==> src/rtl/fcbs_pkg.sv <==
// Shared types, constants and pattern/condition tables of the fault code blink sequencer.
package fcbs_pkg;

   // Code steps: codes 1..17 blink, step 18 wraps back to code 1
   localparam int CodeCount = 17;
   localparam logic [4:0] WrapStep = 5'd18;
   localparam logic [4:0] FirstCode = 5'd1;

   // Reset values of the timing registers
   localparam logic [15:0] ZeroOnLimitReset = 16'd20;
   localparam logic [15:0] ZeroOffLimitReset = 16'd40;
   localparam logic [15:0] OneOnLimitReset = 16'd40;
   localparam logic [15:0] OneEndCountReset = 16'd60;
   localparam logic [15:0] GapEndCountReset = 16'd50;

   // Register index on the CSR port (byte address / 4)
   typedef enum logic [2:0] {
      CSR_ZERO_ON_LIMIT  = 3'd0,
      CSR_ZERO_OFF_LIMIT = 3'd1,
      CSR_ONE_ON_LIMIT   = 3'd2,
      CSR_ONE_END_COUNT  = 3'd3,
      CSR_GAP_END_COUNT  = 3'd4
   } csr_index_type;

   // Timing limits handed to the step logic
   typedef struct packed {
      logic [15:0] zero_on_limit;
      logic [15:0] zero_off_limit;
      logic [15:0] one_on_limit;
      logic [15:0] one_end_count;
      logic [15:0] gap_end_count;
   } cfg_type;

   // Blink pattern of a code, LSB is sent first; 0 = short, 1 = long
   function automatic logic [3:0] pattern_bits(input logic [4:0] code);
      logic [3:0] bits;
      unique case (code)
         5'd1:    bits = 4'd0;
         5'd2:    bits = 4'd4;
         5'd3:    bits = 4'd3;
         5'd4:    bits = 4'd6;
         5'd5:    bits = 4'd2;
         5'd6:    bits = 4'd1;
         5'd7:    bits = 4'd5;
         5'd8:    bits = 4'd3;
         5'd9:    bits = 4'd0;
         5'd10:   bits = 4'd8;
         5'd11:   bits = 4'd4;
         5'd12:   bits = 4'd12;
         5'd13:   bits = 4'd2;
         5'd14:   bits = 4'd10;
         5'd15:   bits = 4'd6;
         5'd16:   bits = 4'd14;
         5'd17:   bits = 4'd1;
         default: bits = 4'd0;
      endcase
      return bits;
   endfunction

   // Pattern length: three bits for codes 1..8, four for codes 9..17
   function automatic logic [2:0] pattern_len(input logic [4:0] code);
      return (code <= 5'd8) ? 3'd3 : 3'd4;
   endfunction

   // Fault condition of each code
   function automatic logic fault_present(input logic [4:0] code, input logic [17:0] f);
      logic hit;
      unique case (code)
         5'd1:    hit = f[0];
         5'd2:    hit = f[1] & ~f[2];
         5'd3:    hit = f[1] & f[2];
         5'd4:    hit = f[3];
         5'd5:    hit = f[4];
         5'd6:    hit = f[5];
         5'd7:    hit = f[6];
         5'd8:    hit = f[7];
         5'd9:    hit = f[8] & f[9];
         5'd10:   hit = f[8] & f[10];
         5'd11:   hit = f[8] & f[11];
         5'd12:   hit = f[12];
         5'd13:   hit = f[8] & f[13];
         5'd14:   hit = f[8] & f[14];
         5'd15:   hit = f[15];
         5'd16:   hit = f[16];
         5'd17:   hit = f[17];
         default: hit = 1'b0;
      endcase
      return hit;
   endfunction

endpackage

==> src/rtl/fcbs_step.sv <==
// Sequencer state and the per-tick step logic of the fault code blink sequencer.
module fcbs_step (
   input  logic             clock,
   input  logic             reset,
   input  logic             fire,
   input  logic [17:0]      fault_flags,
   input  fcbs_pkg::cfg_type cfg,
   output logic             led_next,
   output logic [4:0]       code_now
);
   import fcbs_pkg::*;

   logic [4:0]  code_step_ff, code_step_in;
   logic [2:0]  bit_position_ff, bit_position_in;
   logic [15:0] tick_count_ff, tick_count_in;
   logic        led_state_ff, led_state_in;

   logic        code_ok;
   logic        fault_hit;
   logic [3:0]  pat;
   logic [2:0]  len;
   logic [15:0] cnt;
   logic        cur_bit;

   assign code_ok   = (code_step_ff >= FirstCode) && (code_step_ff <= 5'(CodeCount));
   assign fault_hit = fault_present(code_step_ff, fault_flags);
   assign pat       = pattern_bits(code_step_ff);
   assign len       = pattern_len(code_step_ff);
   assign cnt       = tick_count_ff + 16'd1;
   assign cur_bit   = pat[bit_position_ff[1:0]];

   // One phase per tick: blink a bit, wait the gap, skip, or wrap
   always_comb begin
      code_step_in    = code_step_ff;
      bit_position_in = bit_position_ff;
      tick_count_in   = tick_count_ff;
      led_state_in    = led_state_ff;
      if (fire) begin
         if (!code_ok) begin
            // wrap step clears progress, LED kept
            code_step_in    = FirstCode;
            bit_position_in = 3'd0;
            tick_count_in   = 16'd0;
         end else if (!fault_hit) begin
            // skip keeps blink progress
            code_step_in = code_step_ff + 5'd1;
         end else begin
            tick_count_in = cnt;
            if (bit_position_ff < len) begin
               if (!cur_bit) begin
                  if (cnt <= cfg.zero_on_limit) led_state_in = 1'b1;
                  if (cnt > cfg.zero_on_limit && cnt <= cfg.zero_off_limit) begin
                     led_state_in = 1'b0;
                  end
                  if (cnt > cfg.zero_off_limit) begin
                     tick_count_in   = 16'd0;
                     bit_position_in = bit_position_ff + 3'd1;
                  end
               end else begin
                  if (cnt < cfg.one_on_limit) led_state_in = 1'b1;
                  if (cnt >= cfg.one_on_limit && cnt < cfg.one_end_count) begin
                     led_state_in = 1'b0;
                  end
                  if (cnt >= cfg.one_end_count) begin
                     tick_count_in   = 16'd0;
                     bit_position_in = bit_position_ff + 3'd1;
                  end
               end
            end else if (cnt >= cfg.gap_end_count) begin
               // gap done, next code
               tick_count_in   = 16'd0;
               bit_position_in = 3'd0;
               code_step_in    = code_step_ff + 5'd1;
            end
         end
      end
   end

   always_ff @(posedge clock) begin
      if (reset) begin
         code_step_ff    <= FirstCode;
         bit_position_ff <= 3'd0;
         tick_count_ff   <= 16'd0;
         led_state_ff    <= 1'b0;
      end else begin
         code_step_ff    <= code_step_in;
         bit_position_ff <= bit_position_in;
         tick_count_ff   <= tick_count_in;
         led_state_ff    <= led_state_in;
      end
   end

   assign led_next = led_state_in;
   assign code_now = code_step_ff;

   // Code step stays within 1..18
   a_code_range: assert property (@(posedge clock) disable iff (reset)
      (code_step_ff >= FirstCode) && (code_step_ff <= WrapStep))
      else $error("code step out of range");

   // Bit position never runs past the longest pattern
   a_bit_range: assert property (@(posedge clock) disable iff (reset)
      bit_position_ff <= 3'd4)
      else $error("bit position past pattern end");

   // A skip leaves blink progress untouched
   a_skip_keeps: assert property (@(posedge clock) disable iff (reset)
      (fire && code_ok && !fault_hit) |=>
         ($stable(tick_count_ff) && $stable(bit_position_ff) && $stable(led_state_ff)))
      else $error("skip changed blink progress");

endmodule

==> src/rtl/fault_code_blink_sequencer_top.sv <==
// Top level of the fault code blink sequencer: handshake stages, CSR block and step logic.
//
// Usage:
//   req_* carries one timer tick per transaction with the raw fault flag vector.
//   rsp_* returns exactly one transaction per tick: the LED state after that tick
//   and the code step that was handled in it.
//   csr_* is an APB-style port holding five 16-bit timing registers at byte
//   addresses 0, 4, 8, 12, 16; write them only while no tick is in flight.
// Flow: an accepted tick waits in the input register, the step logic handles it when
//   the result register is free, and its result is held there until it is taken.
// Throughput: one tick per cycle while rsp_stall is low; the step logic is a single
//   compare/select pass between the input register and the result register.
// Stall: when rsp_stall holds, the result register holds; one more tick is taken
//   into the input register if it is empty, then req_stall rises until the result is taken.
// Reset: synchronous; code step 1, counters cleared, LED off, registers to defaults.
module fault_code_blink_sequencer_top (
   input  logic        clock,
   input  logic        reset,
   input  logic        req_valid,
   output logic        req_stall,
   input  logic [17:0] req_fault_flags,
   output logic        rsp_valid,
   input  logic        rsp_stall,
   output logic        rsp_led_on,
   output logic [4:0]  rsp_code_number,
   input  logic        csr_psel,
   input  logic        csr_penable,
   input  logic        csr_pwrite,
   input  logic [4:0]  csr_paddr,
   input  logic [31:0] csr_pwdata,
   output logic [31:0] csr_prdata,
   output logic        csr_pready
);
   import fcbs_pkg::*;

   logic        s1_valid_ff, s1_valid_in;
   logic [17:0] s1_flags_ff;
   logic        rsp_valid_ff, rsp_valid_in;
   logic        rsp_led_ff;
   logic [4:0]  rsp_code_ff;
   logic        out_free;
   logic        fire;
   logic        req_take;
   logic        led_next;
   logic [4:0]  code_now;
   cfg_type     cfg_ff, cfg_in;
   logic        csr_write;
   csr_index_type csr_index;

   // Handshake control
   assign out_free  = !rsp_valid_ff || !rsp_stall;
   assign fire      = s1_valid_ff && out_free;
   assign req_stall = s1_valid_ff && !out_free;
   assign req_take  = req_valid && !req_stall;

   assign s1_valid_in  = req_take || (s1_valid_ff && !fire);
   assign rsp_valid_in = fire || (rsp_valid_ff && rsp_stall);

   always_ff @(posedge clock) begin
      if (reset) begin
         s1_valid_ff  <= 1'b0;
         rsp_valid_ff <= 1'b0;
      end else begin
         s1_valid_ff  <= s1_valid_in;
         rsp_valid_ff <= rsp_valid_in;
      end
   end

   // Input and result payload registers
   always_ff @(posedge clock) begin
      if (req_take) s1_flags_ff <= req_fault_flags;
      if (fire) begin
         rsp_led_ff  <= led_next;
         rsp_code_ff <= code_now;
      end
   end

   fcbs_step u_step (
      .clock       (clock),
      .reset       (reset),
      .fire        (fire),
      .fault_flags (s1_flags_ff),
      .cfg         (cfg_ff),
      .led_next    (led_next),
      .code_now    (code_now)
   );

   // CSR write decode
   assign csr_pready = 1'b1;
   assign csr_write  = csr_psel && csr_penable && csr_pwrite && csr_pready;
   assign csr_index  = csr_index_type'(csr_paddr[4:2]);

   always_comb begin
      cfg_in = cfg_ff;
      if (csr_write) begin
         unique case (csr_index)
            CSR_ZERO_ON_LIMIT:  cfg_in.zero_on_limit  = csr_pwdata[15:0];
            CSR_ZERO_OFF_LIMIT: cfg_in.zero_off_limit = csr_pwdata[15:0];
            CSR_ONE_ON_LIMIT:   cfg_in.one_on_limit   = csr_pwdata[15:0];
            CSR_ONE_END_COUNT:  cfg_in.one_end_count  = csr_pwdata[15:0];
            CSR_GAP_END_COUNT:  cfg_in.gap_end_count  = csr_pwdata[15:0];
            default:            cfg_in = cfg_ff;
         endcase
      end
   end

   always_ff @(posedge clock) begin
      if (reset) begin
         cfg_ff.zero_on_limit  <= ZeroOnLimitReset;
         cfg_ff.zero_off_limit <= ZeroOffLimitReset;
         cfg_ff.one_on_limit   <= OneOnLimitReset;
         cfg_ff.one_end_count  <= OneEndCountReset;
         cfg_ff.gap_end_count  <= GapEndCountReset;
      end else begin
         cfg_ff <= cfg_in;
      end
   end

   // CSR read mux
   always_comb begin
      unique case (csr_index)
         CSR_ZERO_ON_LIMIT:  csr_prdata = {16'd0, cfg_ff.zero_on_limit};
         CSR_ZERO_OFF_LIMIT: csr_prdata = {16'd0, cfg_ff.zero_off_limit};
         CSR_ONE_ON_LIMIT:   csr_prdata = {16'd0, cfg_ff.one_on_limit};
         CSR_ONE_END_COUNT:  csr_prdata = {16'd0, cfg_ff.one_end_count};
         CSR_GAP_END_COUNT:  csr_prdata = {16'd0, cfg_ff.gap_end_count};
         default:            csr_prdata = 32'd0;
      endcase
   end

   assign rsp_valid       = rsp_valid_ff;
   assign rsp_led_on      = rsp_led_ff;
   assign rsp_code_number = rsp_code_ff;

   // A new result only appears after a tick sat in the input register
   a_rsp_source: assert property (@(posedge clock) disable iff (reset)
      $rose(rsp_valid_ff) |-> $past(s1_valid_ff))
      else $error("result without a pending tick");

   // Input register is never overwritten while its tick waits
   a_no_overrun: assert property (@(posedge clock) disable iff (reset)
      (s1_valid_ff && !fire) |=> (s1_valid_ff && $stable(s1_flags_ff)))
      else $error("pending tick lost");

   // Code number of a result is the code step seen when it fired
   a_code_capture: assert property (@(posedge clock) disable iff (reset)
      fire |=> (rsp_code_ff == $past(code_now)))
      else $error("code number capture mismatch");

endmodule
==> config.mk <==
export PLATFORM = sky130hd
export DESIGN_NAME = fault_code_blink_sequencer_top
export DESIGN_NICKNAME = d
export VERILOG_FILES = /design/src/rtl/fcbs_pkg.sv /design/src/rtl/fcbs_step.sv /design/src/rtl/fault_code_blink_sequencer_top.sv
export SDC_FILE = /design/constraint.sdc
export NUM_CORES = 1
export LEC_CHECK = 0
export BUFFER_PORTS_ARGS = -buffer_cell sky130_fd_sc_hd__buf_4
export CAP_MARGIN = 20
export CORE_AREA = 2 2 187 116
export DETAILED_ROUTE_END_ITERATION = 12
export DIE_AREA = 0 0 189 118
export SLEW_MARGIN = 20
export SYNTH_ARGS = -nofsm -noshare
export SYNTH_HDL_FRONTEND = slang
export SYNTH_SLANG_ARGS = --single-unit
==> constraint.sdc <==
create_clock -name clock -period 6.25 [get_ports clock]
set_input_delay 1.25 -clock clock [delete_from_list [all_inputs] [get_ports clock]]
set_output_delay 1.25 -clock clock [all_outputs]
set_load 0.05 [all_outputs]
# --- Yosys cells after proc, flatten, opt, wreduce, memory -nomap -nowiden ---
# Memories as Yosys holds them, arrays and structs flattened. A register that Yosys moved wholly into a read port is not among the register bits.
# Index checks and enable logic that the tools add are counted.
word_totals:
  memories: 1
  ff_bits: 131
  output_inout_bits: 41
  mem_bits_ro: 128
  in_bits: 62
  wordCells: 128
mem_list:
  columns: ["name", "words", "width", "rd", "rd_ports_with_merged_regs", "write_ports", "line_no", "source"]
  rows:
  - ["(no name shown)", 32, 4, 1, 1, 0, "fcbs_pkg.sv:37", "unique case (code)"]
classes:
  n_mux: 34
  n_lt_le_gt_ge: 14
  addsub: 3
  n_eq_ne: 27
  reduce_logical: 27
  bitwise_logic: 8
op_table:
  columns: ["cell", "count"]
  rows:
  - ["$mux 16", 7]
  - ["$pmux 16 s5", 1]
  - ["$ge 16x16->1", 3]
  - ["$eq 5x4->1 const B", 8]
  - ["$gt 16x16->1", 2]
  - ["$le 16x16->1", 2]
  - ["$lt 16x16->1", 2]
  - ["$mux 5", 6]
  - ["$mux 3", 8]
  - ["$eq 5x3->1 const B", 4]
  - ["$pmux 1 s17", 1]
  - ["$add 16x1->16 const B", 1]
  - ["$reduce_and 2->1", 6]
  - ["$eq 5x2->1 const B", 2]
  - ["$eq 5x5->1 const B", 2]
  - ["$logic_and 1x1->1", 10]
  - ["$mux 1", 10]
  - ["$ne 3x3->1 const B", 3]
  - ["$ne 4x4->1 const B", 2]
  - ["$and 1x1->1", 7]
  - ["$eq 3x2->1 const B", 2]
  - ["$add 5x1->5 const B", 1]
  - ["$eq 5x1->1 const B", 1]
  - ["$ge 5x1->1 const B", 1]
  - ["15 further kinds", 21]

# --- Logic depth before layout (Yosys ltp) ---
depth:
  word_depth: 9
  mapped_depth: 22
  mapped_depth_nobuf: 21

# --- Hierarchy ---
# From an unflattened synthesis, not the netlist that was laid out.
hier_totals:
  cells_unflattened: 978
  area_unflattened_um2: 8896.0
modules_own_cells:
  columns: ["mod", "area_each_um2", "instances", "cells_per_inst"]
  rows:
  - ["fault_code_blink_sequencer_top", 4715.8, 1, 453]
  - ["fcbs_step", 4180.3, 1, 525]

# --- Least setup slack after synthesis ---
# OpenSTA, ideal clock, no wires.
synth_timing:
  path_type: "flip-flop to flip-flop"
  from: "register u_step.tick_count_ff[0]"
  to: "register, netlist name u_step.pat[1]"
  setup_slack_ps: 1565
  setup_ps: 130
  arrival_ps: 4555
  path_stages_with_launch: 22
  path_cell_list: "dfxtp_1 ha_1 and3_1 and3_1 and3_1 and3_1 clkbuf_1 nand3_1 xnor2_1 ha_1 a21oi_1 o21ai_0 nor3_1 a211o_2 a31oi_2 mux2_2 nor2_1 inv_1 ha_1 a21boi_1 a211oi_1 a221oi_2"
synth_between:
  elab_chain_len: 6
synth_lines:
  columns: ["item", "line_no", "source"]
  rows:
  - ["start, declared", "fcbs_step.sv:15", "logic [15:0] tick_count_ff, tick_count_in;"]
  - ["start signal, assigned", "fcbs_step.sv:88", "tick_count_ff <= tick_count_in;"]
  - ["$add 16x1->16", "fcbs_step.sv:29", "assign cnt = tick_count_ff + 16'd1;"]
  - ["$ge 16x16->1", "fcbs_step.sv:69", "end else if (cnt >= cfg.gap_end_count) begin"]
  - ["$ne 3x3->1 (no source line)", null, null]
  - ["$reduce_and 3->1 (no source line)", null, null]
  - ["$mux 5 (no source line) (2 in a row)", null, null]
# Every way passes these cells.
# A chain may end at the register's enable or synchronous reset.

# --- Worst setup path after layout ---
layout_timing:
  from: "register u_step.tick_count_ff[0]"
  to: "register, netlist name u_step.pat[1]"
layout_between:
  elab_chain_len: 6
layout_lines:
  columns: ["item", "line_no"]
  rows:
  - ["$add 16x1->16", "fcbs_step.sv:29"]
  - ["$ge 16x16->1", "fcbs_step.sv:69"]
  - ["$ne 3x3->1 (no source line)", null]
  - ["$reduce_and 3->1 (no source line)", null]
  - ["$mux 5 (no source line) (2 in a row)", null]
# Every way passes these cells.

==> flow_summary.toml <==
[critical_path]
timing_worst_setup_path_type = "reg2reg"
timing.critical_path.arrival_ps = 5710
critical_path_endpoint_category = "register"
r2r.worst_path.cells = 19
crit_fanout = 10
timing.critical_path.from_type = "register"
crit_required_ps = 6570

[timing]
setup_violators_final = 0
achievable-frequency_mhz = 185
slew-limit-headroom_pct = 29.2
maxSlewViolCount = 0
final.setup_skew_ps = 11.2
timing.setup.tns_ps = 0
rsz_0062_raised_after_global_routing = "false"
min_period_ps = 5390
timing_worst_slew_pin_value_ps = 1060
final-hold-violation-count = 0
fin_crit_sh_pct = 86.3

[layout]
finished_layout_cells = 1363
layout-drive-gt1-share_pct = 13.2
area.growth.synth_to_final_pct = 14.9
fin_nets = 1228
fillCellCount = 2028
antenna_cells = 0

[flow_run]
drv_cap = 0

[outcome]
run_status = "finished, final reports clean"

[synth]
synthesis.area_per_instance_um2 = 8.30
async_reset_ff_share_pct = 0
ys_top_cells_by_count = "193 x sky130_fd_sc_hd__nand2_1, 111 x sky130_fd_sc_hd__dfxtp_1, 103 x sky130_fd_sc_hd__a21oi_1, 95 x sky130_fd_sc_hd__ha_1, 91 x sky130_fd_sc_hd__inv_1"
share_of_the_yosys_chip_area_belonging_to_registers_pct = 34.6
ys_warn_count = 0
yosys-top-cells-area = "sky130_fd_sc_hd__dfxtp_1 26%, sky130_fd_sc_hd__ha_1 14%, sky130_fd_sc_hd__nand2_1 8.5%"
netlist.area_leader.share_pct = 26.1
yosys.cell_types.count = 82
synth_ff_type = "sky130_fd_sc_hd__dfxtp_1"
post-synth-top-count-cell = "sky130_fd_sc_hd__nand2_1"
syn-instance-count = 1024
cell_type_contributing_the_most_total_cell_area_after_synthesis = "sky130_fd_sc_hd__dfxtp_1"
synth_seq_cells = 135
synthesis.area_um2 = 8500
synth_enable_flop_cells = 24

[floorplanning]
num_io_pins = 103
num_rows = 41
initial_core_util_pct = 41.3
die_area_um2 = 22300
die_boundary_height_um = 118
width_of_the_chip_um = 189
fp.coreArea_um2 = 20600

[power_and_ir_drop]
cellPowerDensity_nw_per_um2 = 235
p_int_w = 0.00159
static-leakage-power_nw = 4.06
switchingPower_w = 0.000705
switching_share_pct = 30.8
report.power.total_w = 0.00229
irDropWorstVdd_mv = 0.171
p_seq_share_pct = 41.1
clockPowerShare_pct = 43.2
power_frac_comb_pct = 15.7

[route]
ant_nets = 0
remaining_routing_drc_violations = 0
drtIter0Drc = 596
drt-vias-per-instance = 5.47
routed_wirelength_mm = 24.7
drt_pass1_iterations = 5
vias = 7458
post_drt_wl_per_cell_um = 18.1

[clocking]
post-cts-setup-buffers = 0
clockBufferDepth = 2
ctsRootBufferMaster = "sky130_fd_sc_hd__clkbuf_16"
clock_latency_ps = 440
clock_tree.htree_level_count = 4
ctsResizeCount = 0
cts_sinks = 135
number_of_buffers_inserted_during_clock_tree_synthesis = 17
post_cts_hold_buffer_count = 0
worst_setup_hold_path_clk_slew_ps = 70
tritoncts = "built"

[global_route]
gr-usage-all-layers_pct = 22.5
grt_pass1_wl_mm = 38.7
grt.overflow.total = 0
pin_count_of_the_biggest_net_entering_global_routing = 68
grt_pass1_vias = 6866
grt_antenna_before_repair = 0

[placement]
post-dp-hpwl_mm = 18.1
place.detailed.instances = 1331
buffer_ports.inserted = 67
gp_congestion = 0.849

[worst_hold_path]
timing.hold.worst.class = "reg2reg"
whs_path_depth = 2
## logic make-up after synthesis
group | share of synthesized area (%)
multiplexers | 2.71
AO/OA/AOI/OAI | 20.5
buffers and inverters | 8.23
flip-flops | 34.6
adder cells (fa/ha/maj) | 14.0
XOR/XNOR | 1.55
AND/OR/NAND/NOR | 18.3
other | 0.0884
## area by class of cell
cell class	instances	area, um^2	share of cell area, %
Multi-Input combinational cell	742	4950	50.7
Clock inverter	15	145	1.49
Clock buffer	17	425	4.36
Sequential cell	135	2940	30.1
Tap cell	279	349	3.58
Inverter	97	364	3.73
Timing Repair Buffer	78	586	6.00
## worst max-delay path, stage by stage (launching register included)
cell	delay, ps
sky130_fd_sc_hd__dfxtp_1	580
sky130_fd_sc_hd__ha_1	290
sky130_fd_sc_hd__and3_1	220
sky130_fd_sc_hd__and3_1	260
sky130_fd_sc_hd__and3_1	270
sky130_fd_sc_hd__and3_1	280
sky130_fd_sc_hd__xor2_1	480
sky130_fd_sc_hd__ha_1	250
sky130_fd_sc_hd__o2111ai_1	110
sky130_fd_sc_hd__a311oi_1	270
sky130_fd_sc_hd__nor2_1	80
sky130_fd_sc_hd__a211o_2	390
sky130_fd_sc_hd__a31oi_2	270
sky130_fd_sc_hd__mux2_2	410
sky130_fd_sc_hd__nor2_1	270
sky130_fd_sc_hd__inv_1	130
sky130_fd_sc_hd__ha_1	250
sky130_fd_sc_hd__a21boi_1	140
sky130_fd_sc_hd__a211oi_1	260
sky130_fd_sc_hd__a221oi_2	60
## state kept, by name (all words and copies together) (netlist names)
register	cells
u_step.code_now	5
rsp_valid	1
u_step.bit_position_ff	3
s1_flags_ff	18
u_step.pat	4
rsp_led_on	1
rsp_code_number	5
u_step.tick_count_ff	16
cfg_ff	80
u_step.led_state_ff	1
s1_valid_ff	1
## placed cells by master (no fill, tap or decap), types with 3 or more instances in the layout
cell	netlist	final
sky130_fd_sc_hd__nor3_1	14	10
sky130_fd_sc_hd__mux2i_1	17	17
sky130_fd_sc_hd__a32oi_1	5	5
sky130_fd_sc_hd__a211oi_1	4	4
sky130_fd_sc_hd__dfxtp_1	111	111
sky130_fd_sc_hd__o31ai_1	4	4
sky130_fd_sc_hd__clkinv_4	0	5
sky130_fd_sc_hd__or3_1	4	4
sky130_fd_sc_hd__ha_1	95	95
sky130_fd_sc_hd__nand3_1	15	15
sky130_fd_sc_hd__nor2b_1	8	8
sky130_fd_sc_hd__inv_1	91	91
sky130_fd_sc_hd__o21ai_1	4	4
sky130_fd_sc_hd__inv_2	6	6
sky130_fd_sc_hd__edfxtp_1	24	24
sky130_fd_sc_hd__conb_1	2	17
sky130_fd_sc_hd__clkinvlp_4	0	3
sky130_fd_sc_hd__nand4_1	20	20
sky130_fd_sc_hd__xor2_1	8	8
sky130_fd_sc_hd__and3_1	17	17
sky130_fd_sc_hd__a21oi_1	103	103
sky130_fd_sc_hd__and2_1	3	3
sky130_fd_sc_hd__o21a_1	8	8
sky130_fd_sc_hd__inv_6	0	5
sky130_fd_sc_hd__nand2_1	193	193
sky130_fd_sc_hd__a221o_1	15	15
sky130_fd_sc_hd__a31oi_1	14	14
sky130_fd_sc_hd__xnor2_1	7	7
sky130_fd_sc_hd__a22o_1	4	4
sky130_fd_sc_hd__a22oi_1	8	8
sky130_fd_sc_hd__o21ai_0	28	28
sky130_fd_sc_hd__o211ai_1	17	17
sky130_fd_sc_hd__a41oi_1	6	6
sky130_fd_sc_hd__a21o_1	13	13
sky130_fd_sc_hd__clkbuf_16	0	17
sky130_fd_sc_hd__buf_4	19	78
sky130_fd_sc_hd__nand2b_1	13	13
sky130_fd_sc_hd__nor2_2	4	4
sky130_fd_sc_hd__nor2_1	22	22
## worst paths after layout
path                                   startpoint                 endpoint  slack [ps]
max          u_step.tick_count_ff[0]$_SDFFE_PP0P_    u_step.pat[1]$_DFF_P_         860
min                       cfg_ff[57]$_SDFFE_PP0P_  cfg_ff[57]$_SDFFE_PP0P_         470
max reg2reg  u_step.tick_count_ff[0]$_SDFFE_PP0P_    u_step.pat[1]$_DFF_P_         860
min reg2reg               cfg_ff[57]$_SDFFE_PP0P_  cfg_ff[57]$_SDFFE_PP0P_         470
## routing by layer
| layer | up-vias | GRT usage, % | wire (um) |
|---|---|---|---|
| met5 | - | 0 | 0 |
| met1 | 3494 | 35.2 | 13200 |
| met4 | 0 | 6.05 | 226 |
| li1 | 3685 | - | - |
| met3 | 16 | 5.49 | 1820 |
| met2 | 263 | 29.7 | 9480 |
## stage by stage
step                cell area [um^2]  worst slack [ps]  utilization (%)  hold slack (ps)
CTS                             9760               920             47.5              471
finish                          9760               856             47.5              470
global route                    9760               346             47.5              488
detailed placement              9190               942             44.7              462
floorplan                       8560              1560                -              430
global placement                9190              1010             44.7              459
## power by group through the flow
stage	Combinational (W)	Clock, W	Sequential [W]
after floorplan	0.000264	0	0.000957
after global placement	0.000351	0	0.000960
after detailed placement	0.000352	0	0.000960
after CTS	0.000354	0.00100	0.000941
after global routing	0.000394	0.00104	0.000945
final	0.000359	0.000989	0.000942
No activity file was read; power rests on OpenSTA's default activity.
